$ cat config.mk
export PLATFORM = sky130hd
export DESIGN_NAME = generational_handle_table_core
export DESIGN_NICKNAME = d
export VERILOG_FILES = /design/src/sv/ght_pkg.sv /design/src/sv/ght_store.sv /design/src/sv/generational_handle_table_core.sv
export SDC_FILE = /design/constraint.sdc
export NUM_CORES = 1
export LEC_CHECK = 0
export BUFFER_PORTS_ARGS = -buffer_cell sky130_fd_sc_hd__buf_2
export CELL_PAD_IN_SITES_DETAIL_PLACEMENT = 1
export CELL_PAD_IN_SITES_GLOBAL_PLACEMENT = 2
export CORE_MARGIN = 2
export CORE_UTILIZATION = 25
export CTS_BUF_LIST = sky130_fd_sc_hd__clkbuf_4
export DETAILED_ROUTE_END_ITERATION = 10
export PLACE_DENSITY = 0.52
export SLEW_MARGIN = 20
export SYNTH_ARGS = -nofsm -noshare
export SYNTH_HDL_FRONTEND = slang
export SYNTH_HIERARCHICAL = 1
export SYNTH_SLANG_ARGS = --single-unit
$ cat constraint.sdc
create_clock -name clock -period 16.26 [get_ports clock]
set_clock_uncertainty 0.15 [all_clocks]
set_input_delay 1.626 -clock clock [delete_from_list [all_inputs] [get_ports clock]]
set_output_delay 1.626 -clock clock [all_outputs]
set_load 0.01 [all_outputs]
$ cat src/sv/ght_pkg.sv
package ght_pkg;

   localparam int OPCODE_W = 2;
   localparam int SLOT_W   = 4;
   localparam int VALUE_W  = 32;
   localparam int SEED_W   = 16;
   localparam int STATUS_W = 2;

   localparam logic [OPCODE_W-1:0] OP_ALLOC     = 2'd0;
   localparam logic [OPCODE_W-1:0] OP_RECYCLE   = 2'd1;
   localparam logic [OPCODE_W-1:0] OP_LOOKUP    = 2'd2;
   localparam logic [OPCODE_W-1:0] OP_READ_SEED = 2'd3;

   localparam logic [STATUS_W-1:0] ST_OK    = 2'd0;
   localparam logic [STATUS_W-1:0] ST_FULL  = 2'd1;
   localparam logic [STATUS_W-1:0] ST_STALE = 2'd2;

   typedef enum logic [5:0] {
      S_CLEAR  = 6'b000001,
      S_IDLE   = 6'b000010,
      S_SCAN   = 6'b000100,
      S_DRAIN  = 6'b001000,
      S_LATCH  = 6'b010000,
      S_FINISH = 6'b100000
   } state_type;

endpackage

$ cat src/sv/ght_store.sv
module ght_store #(
   parameter int DEPTH = 16,
   parameter int WIDTH = 48,
   parameter int AW    = $clog2(DEPTH)
) (
   input  logic             clock,
   input  logic             we,
   input  logic [AW-1:0]    waddr,
   input  logic [WIDTH-1:0] wdata,
   input  logic [AW-1:0]    raddr,
   output logic [WIDTH-1:0] rdata
);

   logic [WIDTH-1:0] mem_ff [DEPTH];
   logic [WIDTH-1:0] rdata_ff;

   always_ff @(posedge clock) begin
      if (we) begin
         mem_ff[waddr] <= wdata;
      end
      rdata_ff <= mem_ff[raddr];
   end

   assign rdata = rdata_ff;

endmodule

$ cat src/sv/generational_handle_table_core.sv
// Lookup, recycle, read seed and the first allocate after reset pass S_IDLE, S_LATCH and
// S_FINISH; a slot out of range goes from S_IDLE to S_FINISH; a later allocate scans one
// slot per cycle in S_SCAN through the one read port of the store, then S_DRAIN, S_FINISH.
// S_FINISH holds while the output is stalled. One request in flight; req_stall drops as the
// result is registered, so the next request transfers only after S_FINISH hands it over.
// Reset (synchronous, active high) starts a pass through S_CLEAR that zeroes every value and seed.
module generational_handle_table_core #(
   parameter int SLOTS      = 16,
   parameter int VALUE_BITS = 32,
   parameter int SEED_BITS  = 16
) (
   input  logic                          clock,
   input  logic                          reset,
   input  logic                          req_valid,
   output logic                          req_stall,
   input  logic [ght_pkg::OPCODE_W-1:0]  req_opcode,
   input  logic [ght_pkg::SLOT_W-1:0]    req_slot_in,
   input  logic [ght_pkg::VALUE_W-1:0]   req_value_in,
   input  logic [ght_pkg::SEED_W-1:0]    req_seed_in,
   output logic                          rsp_valid,
   input  logic                          rsp_stall,
   output logic [ght_pkg::STATUS_W-1:0]  rsp_status,
   output logic [ght_pkg::SLOT_W-1:0]    rsp_slot_out,
   output logic [ght_pkg::VALUE_W-1:0]   rsp_value_out,
   output logic [ght_pkg::SEED_W-1:0]    rsp_seed_out
);
   import ght_pkg::*;

   localparam int AW     = $clog2(SLOTS);
   localparam int WORD_W = SEED_BITS + VALUE_BITS;
   localparam logic [AW-1:0] LAST = AW'(SLOTS - 1);

   state_type state_ff, state_in;
   logic [AW-1:0] cnt_ff, cnt_in;
   logic chk_ff, chk_in;
   logic [AW-1:0] chk_idx_ff, chk_idx_in;
   logic [AW-1:0] tgt_ff, tgt_in;
   logic found_ff, found_in;
   logic started_ff, started_in;
   logic in_range_ff, in_range_in;
   logic [OPCODE_W-1:0] op_ff, op_in;
   logic [SLOT_W-1:0] slot_ff, slot_in;
   logic [VALUE_W-1:0] value_ff, value_in;
   logic [SEED_W-1:0] seed_ff, seed_in;
   logic [VALUE_BITS-1:0] cur_val_ff, cur_val_in;
   logic [SEED_BITS-1:0] cur_seed_ff, cur_seed_in;

   logic rsp_valid_ff, rsp_valid_in;
   logic [STATUS_W-1:0] rsp_status_ff, rsp_status_in;
   logic [SLOT_W-1:0] rsp_slot_ff, rsp_slot_in;
   logic [VALUE_W-1:0] rsp_value_ff, rsp_value_in;
   logic [SEED_W-1:0] rsp_seed_ff, rsp_seed_in;

   logic mem_we;
   logic [AW-1:0] mem_waddr, mem_raddr;
   logic [WORD_W-1:0] mem_wdata, mem_rdata;
   logic [VALUE_BITS-1:0] rd_val;
   logic [SEED_BITS-1:0] rd_seed;

   logic [31:0] req_slot_wide;
   logic [AW-1:0] req_idx;
   logic req_in_range;
   logic req_fire;
   logic out_free;
   logic scan_hit;

   logic [SEED_BITS-1:0] seed_inc;
   logic [31:0] cur_seed_wide, seed_inc_wide, tgt_wide;
   logic [63:0] cur_val_wide, store_val_wide;
   logic seed_match;

   logic [STATUS_W-1:0] fin_status;
   logic [SLOT_W-1:0] fin_slot;
   logic [VALUE_W-1:0] fin_value;
   logic [SEED_W-1:0] fin_seed;
   logic fin_write;
   logic [WORD_W-1:0] fin_word;

   ght_store #(
      .DEPTH (SLOTS),
      .WIDTH (WORD_W),
      .AW    (AW)
   ) u_store (
      .clock (clock),
      .we    (mem_we),
      .waddr (mem_waddr),
      .wdata (mem_wdata),
      .raddr (mem_raddr),
      .rdata (mem_rdata)
   );

   assign rd_val  = mem_rdata[VALUE_BITS-1:0];
   assign rd_seed = mem_rdata[WORD_W-1:VALUE_BITS];

   assign req_slot_wide = 32'(req_slot_in);
   assign req_idx       = req_slot_wide[AW-1:0];
   assign req_in_range  = req_slot_wide < 32'(SLOTS);
   assign req_stall     = (state_ff != S_IDLE);
   assign req_fire      = req_valid && !req_stall;
   assign out_free      = !rsp_valid_ff || !rsp_stall;
   assign scan_hit      = chk_ff && (rd_val == '0);

   assign seed_inc       = cur_seed_ff + SEED_BITS'(1);
   assign cur_seed_wide  = 32'(cur_seed_ff);
   assign seed_inc_wide  = 32'(seed_inc);
   assign tgt_wide       = 32'(tgt_ff);
   assign cur_val_wide   = 64'(cur_val_ff);
   assign store_val_wide = 64'(value_ff);
   assign seed_match     = (cur_seed_wide == 32'(seed_ff));

   always_comb begin
      fin_status = ST_OK;
      fin_slot   = slot_ff;
      fin_value  = '0;
      fin_seed   = cur_seed_wide[SEED_W-1:0];
      fin_write  = 1'b0;
      fin_word   = {cur_seed_ff, store_val_wide[VALUE_BITS-1:0]};
      if (op_ff == OP_ALLOC) begin
         if (found_ff) begin
            fin_slot  = tgt_wide[SLOT_W-1:0];
            fin_write = 1'b1;
         end else begin
            fin_status = ST_FULL;
            fin_slot   = '0;
            fin_seed   = '0;
         end
      end else if (!in_range_ff) begin
         fin_status = (op_ff == OP_LOOKUP) ? ST_STALE : ST_OK;
         fin_seed   = '0;
      end else begin
         case (op_ff)
            OP_RECYCLE: begin
               fin_write = 1'b1;
               fin_word  = {seed_inc, {VALUE_BITS{1'b0}}};
               fin_seed  = seed_inc_wide[SEED_W-1:0];
            end
            OP_LOOKUP: begin
               if (seed_match) begin
                  fin_value = cur_val_wide[VALUE_W-1:0];
               end else begin
                  fin_status = ST_STALE;
               end
            end
            default: begin
               fin_seed = cur_seed_wide[SEED_W-1:0];
            end
         endcase
      end
   end

   always_comb begin
      state_in      = state_ff;
      cnt_in        = cnt_ff;
      chk_in        = 1'b0;
      chk_idx_in    = cnt_ff;
      tgt_in        = tgt_ff;
      found_in      = found_ff;
      started_in    = started_ff;
      in_range_in   = in_range_ff;
      op_in         = op_ff;
      slot_in       = slot_ff;
      value_in      = value_ff;
      seed_in       = seed_ff;
      cur_val_in    = cur_val_ff;
      cur_seed_in   = cur_seed_ff;
      rsp_valid_in  = rsp_valid_ff && rsp_stall;
      rsp_status_in = rsp_status_ff;
      rsp_slot_in   = rsp_slot_ff;
      rsp_value_in  = rsp_value_ff;
      rsp_seed_in   = rsp_seed_ff;
      mem_we        = 1'b0;
      mem_waddr     = tgt_ff;
      mem_wdata     = fin_word;
      mem_raddr     = tgt_ff;

      case (state_ff)
         S_CLEAR: begin
            mem_we    = 1'b1;
            mem_waddr = cnt_ff;
            mem_wdata = '0;
            cnt_in    = cnt_ff + AW'(1);
            if (cnt_ff == LAST) begin
               cnt_in   = '0;
               state_in = S_IDLE;
            end
         end
         S_IDLE: begin
            mem_raddr = (req_opcode == OP_ALLOC) ? '0 : req_idx;
            if (req_fire) begin
               op_in       = req_opcode;
               slot_in     = req_slot_in;
               value_in    = req_value_in;
               seed_in     = req_seed_in;
               in_range_in = req_in_range;
               if (req_opcode == OP_ALLOC) begin
                  if (!started_ff) begin
                     started_in = 1'b1;
                     found_in   = 1'b1;
                     tgt_in     = '0;
                     state_in   = S_LATCH;
                  end else begin
                     found_in = 1'b0;
                     cnt_in   = '0;
                     state_in = S_SCAN;
                  end
               end else begin
                  tgt_in   = req_idx;
                  state_in = req_in_range ? S_LATCH : S_FINISH;
               end
            end
         end
         S_SCAN: begin
            mem_raddr  = cnt_ff;
            chk_in     = 1'b1;
            chk_idx_in = cnt_ff;
            cnt_in     = cnt_ff + AW'(1);
            if (scan_hit) begin
               found_in    = 1'b1;
               tgt_in      = chk_idx_ff;
               cur_seed_in = rd_seed;
            end
            if (cnt_ff == LAST) begin
               cnt_in   = '0;
               state_in = S_DRAIN;
            end
         end
         S_DRAIN: begin
            if (scan_hit) begin
               found_in    = 1'b1;
               tgt_in      = chk_idx_ff;
               cur_seed_in = rd_seed;
            end
            state_in = S_FINISH;
         end
         S_LATCH: begin
            cur_val_in  = rd_val;
            cur_seed_in = rd_seed;
            state_in    = S_FINISH;
         end
         S_FINISH: begin
            if (out_free) begin
               mem_we        = fin_write;
               rsp_valid_in  = 1'b1;
               rsp_status_in = fin_status;
               rsp_slot_in   = fin_slot;
               rsp_value_in  = fin_value;
               rsp_seed_in   = fin_seed;
               state_in      = S_IDLE;
            end
         end
         default: begin
            state_in = S_IDLE;
         end
      endcase
   end

   always_ff @(posedge clock) begin
      if (reset) begin
         state_ff     <= S_CLEAR;
         cnt_ff       <= '0;
         started_ff   <= 1'b0;
         rsp_valid_ff <= 1'b0;
         chk_ff       <= 1'b0;
      end else begin
         state_ff     <= state_in;
         cnt_ff       <= cnt_in;
         started_ff   <= started_in;
         rsp_valid_ff <= rsp_valid_in;
         chk_ff       <= chk_in;
      end
   end

   always_ff @(posedge clock) begin
      chk_idx_ff    <= chk_idx_in;
      tgt_ff        <= tgt_in;
      found_ff      <= found_in;
      in_range_ff   <= in_range_in;
      op_ff         <= op_in;
      slot_ff       <= slot_in;
      value_ff      <= value_in;
      seed_ff       <= seed_in;
      cur_val_ff    <= cur_val_in;
      cur_seed_ff   <= cur_seed_in;
      rsp_status_ff <= rsp_status_in;
      rsp_slot_ff   <= rsp_slot_in;
      rsp_value_ff  <= rsp_value_in;
      rsp_seed_ff   <= rsp_seed_in;
   end

   assign rsp_valid     = rsp_valid_ff;
   assign rsp_status    = rsp_status_ff;
   assign rsp_slot_out  = rsp_slot_ff;
   assign rsp_value_out = rsp_value_ff;
   assign rsp_seed_out  = rsp_seed_ff;

endmodule

==> impl_metrics.csv <==
group,metric,value,unit
status,status,"finished clean",
global_routing,grt_max_degree,138,
clocking,cts_setup_buffers,0,
global_routing,track_usage,0.141,
sta,min_period,4.95,ns
synth,synth_ff_type,"edfxtp_1",
die,initial_utilization,0.253,
finish,stdcell_count,4260,
finish,nFillCells,15100,
synth,synthesis.nets,1842,
sta,fmax,202,MHz
sta,finalMaxSlewViolations,0,
power,p_leak,14.4,nW
sta,tns,0,ns
synth,synth_edf_count,929,
synth,async_reset_ff_frac,0,
critical_path,worstPathCellList,"nor4_2 -> and3b_2 -> inv_1 -> nor2_1 -> a221o_4 -> buf_12 -> buf_4 -> mux4_2 -> a22oi_1 -> nand2_1",
power,irDropWorstVdd,0.0000695,V
synth,synth_cells,1782,
drt,vias_per_cell,4.52,
clocking,holdBufCountCts,0,
drt,finalWirelength,106000,µm
clocking,cts-htree-levels,5,
die,io_pins,114,
sta,rsz0062_at_grt,"no",
place,placed_cells,3763,
drt,vias,19300,
sta,finalHoldViolations,0,
power,combPwrFrac,0.074,
critical_path,cp_max_fo,97,
sta,worst_slew_pin_slew,1.13,ns
synth,synthTopCellsByArea,"edfxtp_1 (76%), mux4_2 (12%), dfxtp_1 (3.5%)",
critical_path,critical-path-top-delay-family,"buffers and inverters",
clocking,cts_resized,0,
global_routing,antenna_found_initial,13,
synth,yosysTopAreaCell,"edfxtp_1",
power,p_clk_frac,0.392,
die,rows,140,
die,core_area,146000,µm²
critical_path,rr_worst_depth,10,
finish,area_growth,17.8,%
power,p_int,4.36,mW
power,p_total,5.77,mW
critical_path,path_class,"reg2reg",
synth,post-synth-top-area-fraction,0.756,
critical_path,worstPathRequired,17.13,ns
drt,drtIter0Drc,1356,
die,dieHeight,388,µm
clocking,clock_path_buffers,4,
critical_path,worstReg2RegEnd,"u_store/rdata[33]",
global_routing,gr-total-overflow,0,
critical_path,cp-start-kind,"flip-flop",
die,die_w,388,µm
sta,relSlewSlack,0.245,
sta,setup_viol,0,
critical_path,cp_slowest_cell,"buf_4",
synth,synth_cell_types,53,
critical_path,r2r-start,"state_ff[2]",
synth,synthesis.area,36900,µm²
power,pwr-share-seq,0.534,
clocking,root_buffer,"clkbuf_4",
global_routing,grt_pass1_wl,153000,µm
power,switchingPower,1.41,mW
clocking,cts.sinks,994,
clocking,cts_buffers,292,
synth,ys_seq_area_frac,0.791,
clocking,clk_latency,1.20,ns
critical_path,crit_path_end_kind,"flip-flop",
flow_run,max_cap_viol_count,0,
drt,antenna_left,0,
clocking,cts_tree,"yes",
sta,period_share,0.305,
global_routing,grt_pass1_vias,21300,
finish,drive_gt1_frac,0.359,
critical_path,rrSetupSlack,11.31,ns
drt,wl_per_cell,24.8,µm
critical_path,cp_slowest_stage_delay,0.84,ns
clocking,clkTransAtPathRegs,0.07,ns
place,dpl.hpwl,56400,µm
place,io_buffers,113,
hold_path,holdCritPathClass,"reg2reg",
critical_path,startpoint,"state_ff[2]",
hold_path,min_path_cells,0,
die,die-area,151000,µm²
critical_path,worst-path-stages,10,
critical_path,cp-endpoint,"u_store/rdata[33]",
power,power_density,133,nW/µm²
power,swShare,0.244,
synth,ys_warn_count,6,
synth,ys_seq_elements,994,
critical_path,worstPathArrival,5.83,ns
drt,drt_drc_violations_left,0,
drt,first_pass_iters,5,
synth,postSynthAreaPerCell,20.7,µm²
critical_path,critical_path_buf_inv_count,3,
finish,layout.nets,2200,
place,place.gp.congestion,0.725,
-- final cells by class --
| cell class | count | area [µm²] | area share |
|---|---|---|---|
| Clock buffer | 432 | 3240 | 0.0746 |
| Timing Repair Buffer | 152 | 883 | 0.0203 |
| Multi-Input combinational cell | 659 | 7330 | 0.169 |
| Clock inverter | 50 | 221 | 0.00509 |
| Inverter | 41 | 154 | 0.00354 |
| Tap cell | 1917 | 2400 | 0.0552 |
| Antenna cell | 15 | 37.5 | 0.000864 |
| Sequential cell | 994 | 29200 | 0.672 |
-- state kept, by name, indices dropped and copies added (netlist names), 4 cells and up --
signal	flops
rsp_slot_out	4
state_ff	6
seed_ff	16
tgt_ff	4
u_store/mem_ff	768
value_ff	32
cur_seed_ff	16
slot_ff	4
chk_idx_in	4
rsp_seed_out	16
u_store/rdata	48
rsp_value_out	32
cur_val_ff	32
chk_idx_ff	4
-- cells in the mapped netlist (3+ instances only) --
master	count
edfxtp_1	929
mux4_2	192
a22oi_1	97
nand2_1	85
dfxtp_1	65
nor2_1	55
nor3_1	44
clkbuf_1	41
inv_1	41
and3_1	34
xor2_1	22
buf_4	18
buf_1	15
o21ai_0	15
buf_2	14
nor4_1	13
nand3_1	12
xnor2_1	10
nand4_1	9
a21oi_1	8
a221o_1	5
and4_1	4
nand2b_1	4
nand3b_1	4
nor2b_1	4
or3_1	3
or4_1	3
-- worst register-to-register path, delay by kind of cell, from the launching register on --
kind                   cells  cell delay (ns)
multiplexers               1             0.65
buffers and inverters      3             1.91
flip-flops                 1             0.39
AO/OA/AOI/OAI              2             0.78
AND/OR/NAND/NOR            4             0.91
-- kinds of logic (layout without fill, tap and decap cells) --
| logic type | count (synthesis) | in the layout | synth area share |
|---|---|---|---|
| other | 0 | 15 | 0 |
| buffers and inverters | 129 | 675 | 0.0154 |
| multiplexers | 194 | 194 | 0.118 |
| XOR/XNOR | 32 | 32 | 0.00760 |
| adder cells (fa/ha/maj) | 2 | 2 | 0.000678 |
| AND/OR/NAND/NOR | 291 | 291 | 0.0397 |
| AO/OA/AOI/OAI | 140 | 140 | 0.0275 |
| flip-flops | 994 | 994 | 0.791 |
-- how the worst min path moves through the flow --
stage / from / end / slack (ns)
after floorplan: u_store/rdata[32] / cur_seed_ff[0] / 0.24
after global placement: u_store/rdata[32] / cur_seed_ff[0] / 0.24
after detailed placement: u_store/rdata[46] / cur_seed_ff[14] / 0.24
after CTS: u_store/rdata[47] / cur_seed_ff[15] / 0.25
after global routing: u_store/rdata[47] / cur_seed_ff[15] / 0.25
final: u_store/rdata[42] / cur_seed_ff[10] / 0.25
-- per-layer routing --
metal | part of all wire | GRT usage
met5 | 0.00064 | 0
met4 | 0.018 | 0.0420
met3 | 0.054 | 0.0371
met2 | 0.50 | 0.234
met1 | 0.43 | 0.180
-- metrics by stage --
stage	setup slack (ns)	hold WS, ns	instance area (µm²)	util
5_1_grt	10.75	0.250	43500	0.297
2_1_floorplan	9.61	0.236	36900	-
3_3_place_gp	10.57	0.242	39900	0.273
6_report	11.31	0.249	43500	0.298
3_5_place_dp	10.49	0.243	39900	0.273
4_1_cts	11.16	0.248	43400	0.297
-- power groups by stage --
| stage | registers [mW] | clock network [mW] | logic [mW] |
|---|---|---|---|
| floorplan | 3.11 | 0 | 0.236 |
| global placement | 3.13 | 0 | 0.429 |
| detailed placement | 3.14 | 0 | 0.440 |
| CTS | 3.08 | 2.36 | 0.441 |
| global route | 3.09 | 2.49 | 0.461 |
| finish | 3.08 | 2.26 | 0.428 |
-- cells in the final DEF, fill, tap and decap left out, types with 3 or more instances in the layout --
master      n
and4_1      4
inv_1      41
and3_1     34
nand4_1     9
nor2_2      8
a22oi_1    97
nor3_2      5
or4_1       3
a21oi_1     6
nand3_1    12
diode_2    15
and3b_2     3
nand2_1    85
a221o_1     3
edfxtp_1  929
nor3_1     39
buf_2     113
nor2_1     33
nor4_1     13
nand3b_1    4
xnor2_1    10
mux4_2    192
or3_1       3
dfxtp_1    65
o21ai_0    15
nand2b_1    3
buf_4      37
nor2_4     14
clkbuf_4  432
clkinv_1   38
xor2_1     22
clkinv_2    6
inv_2       5
Note: power is estimated with default switching activity, not from simulation.
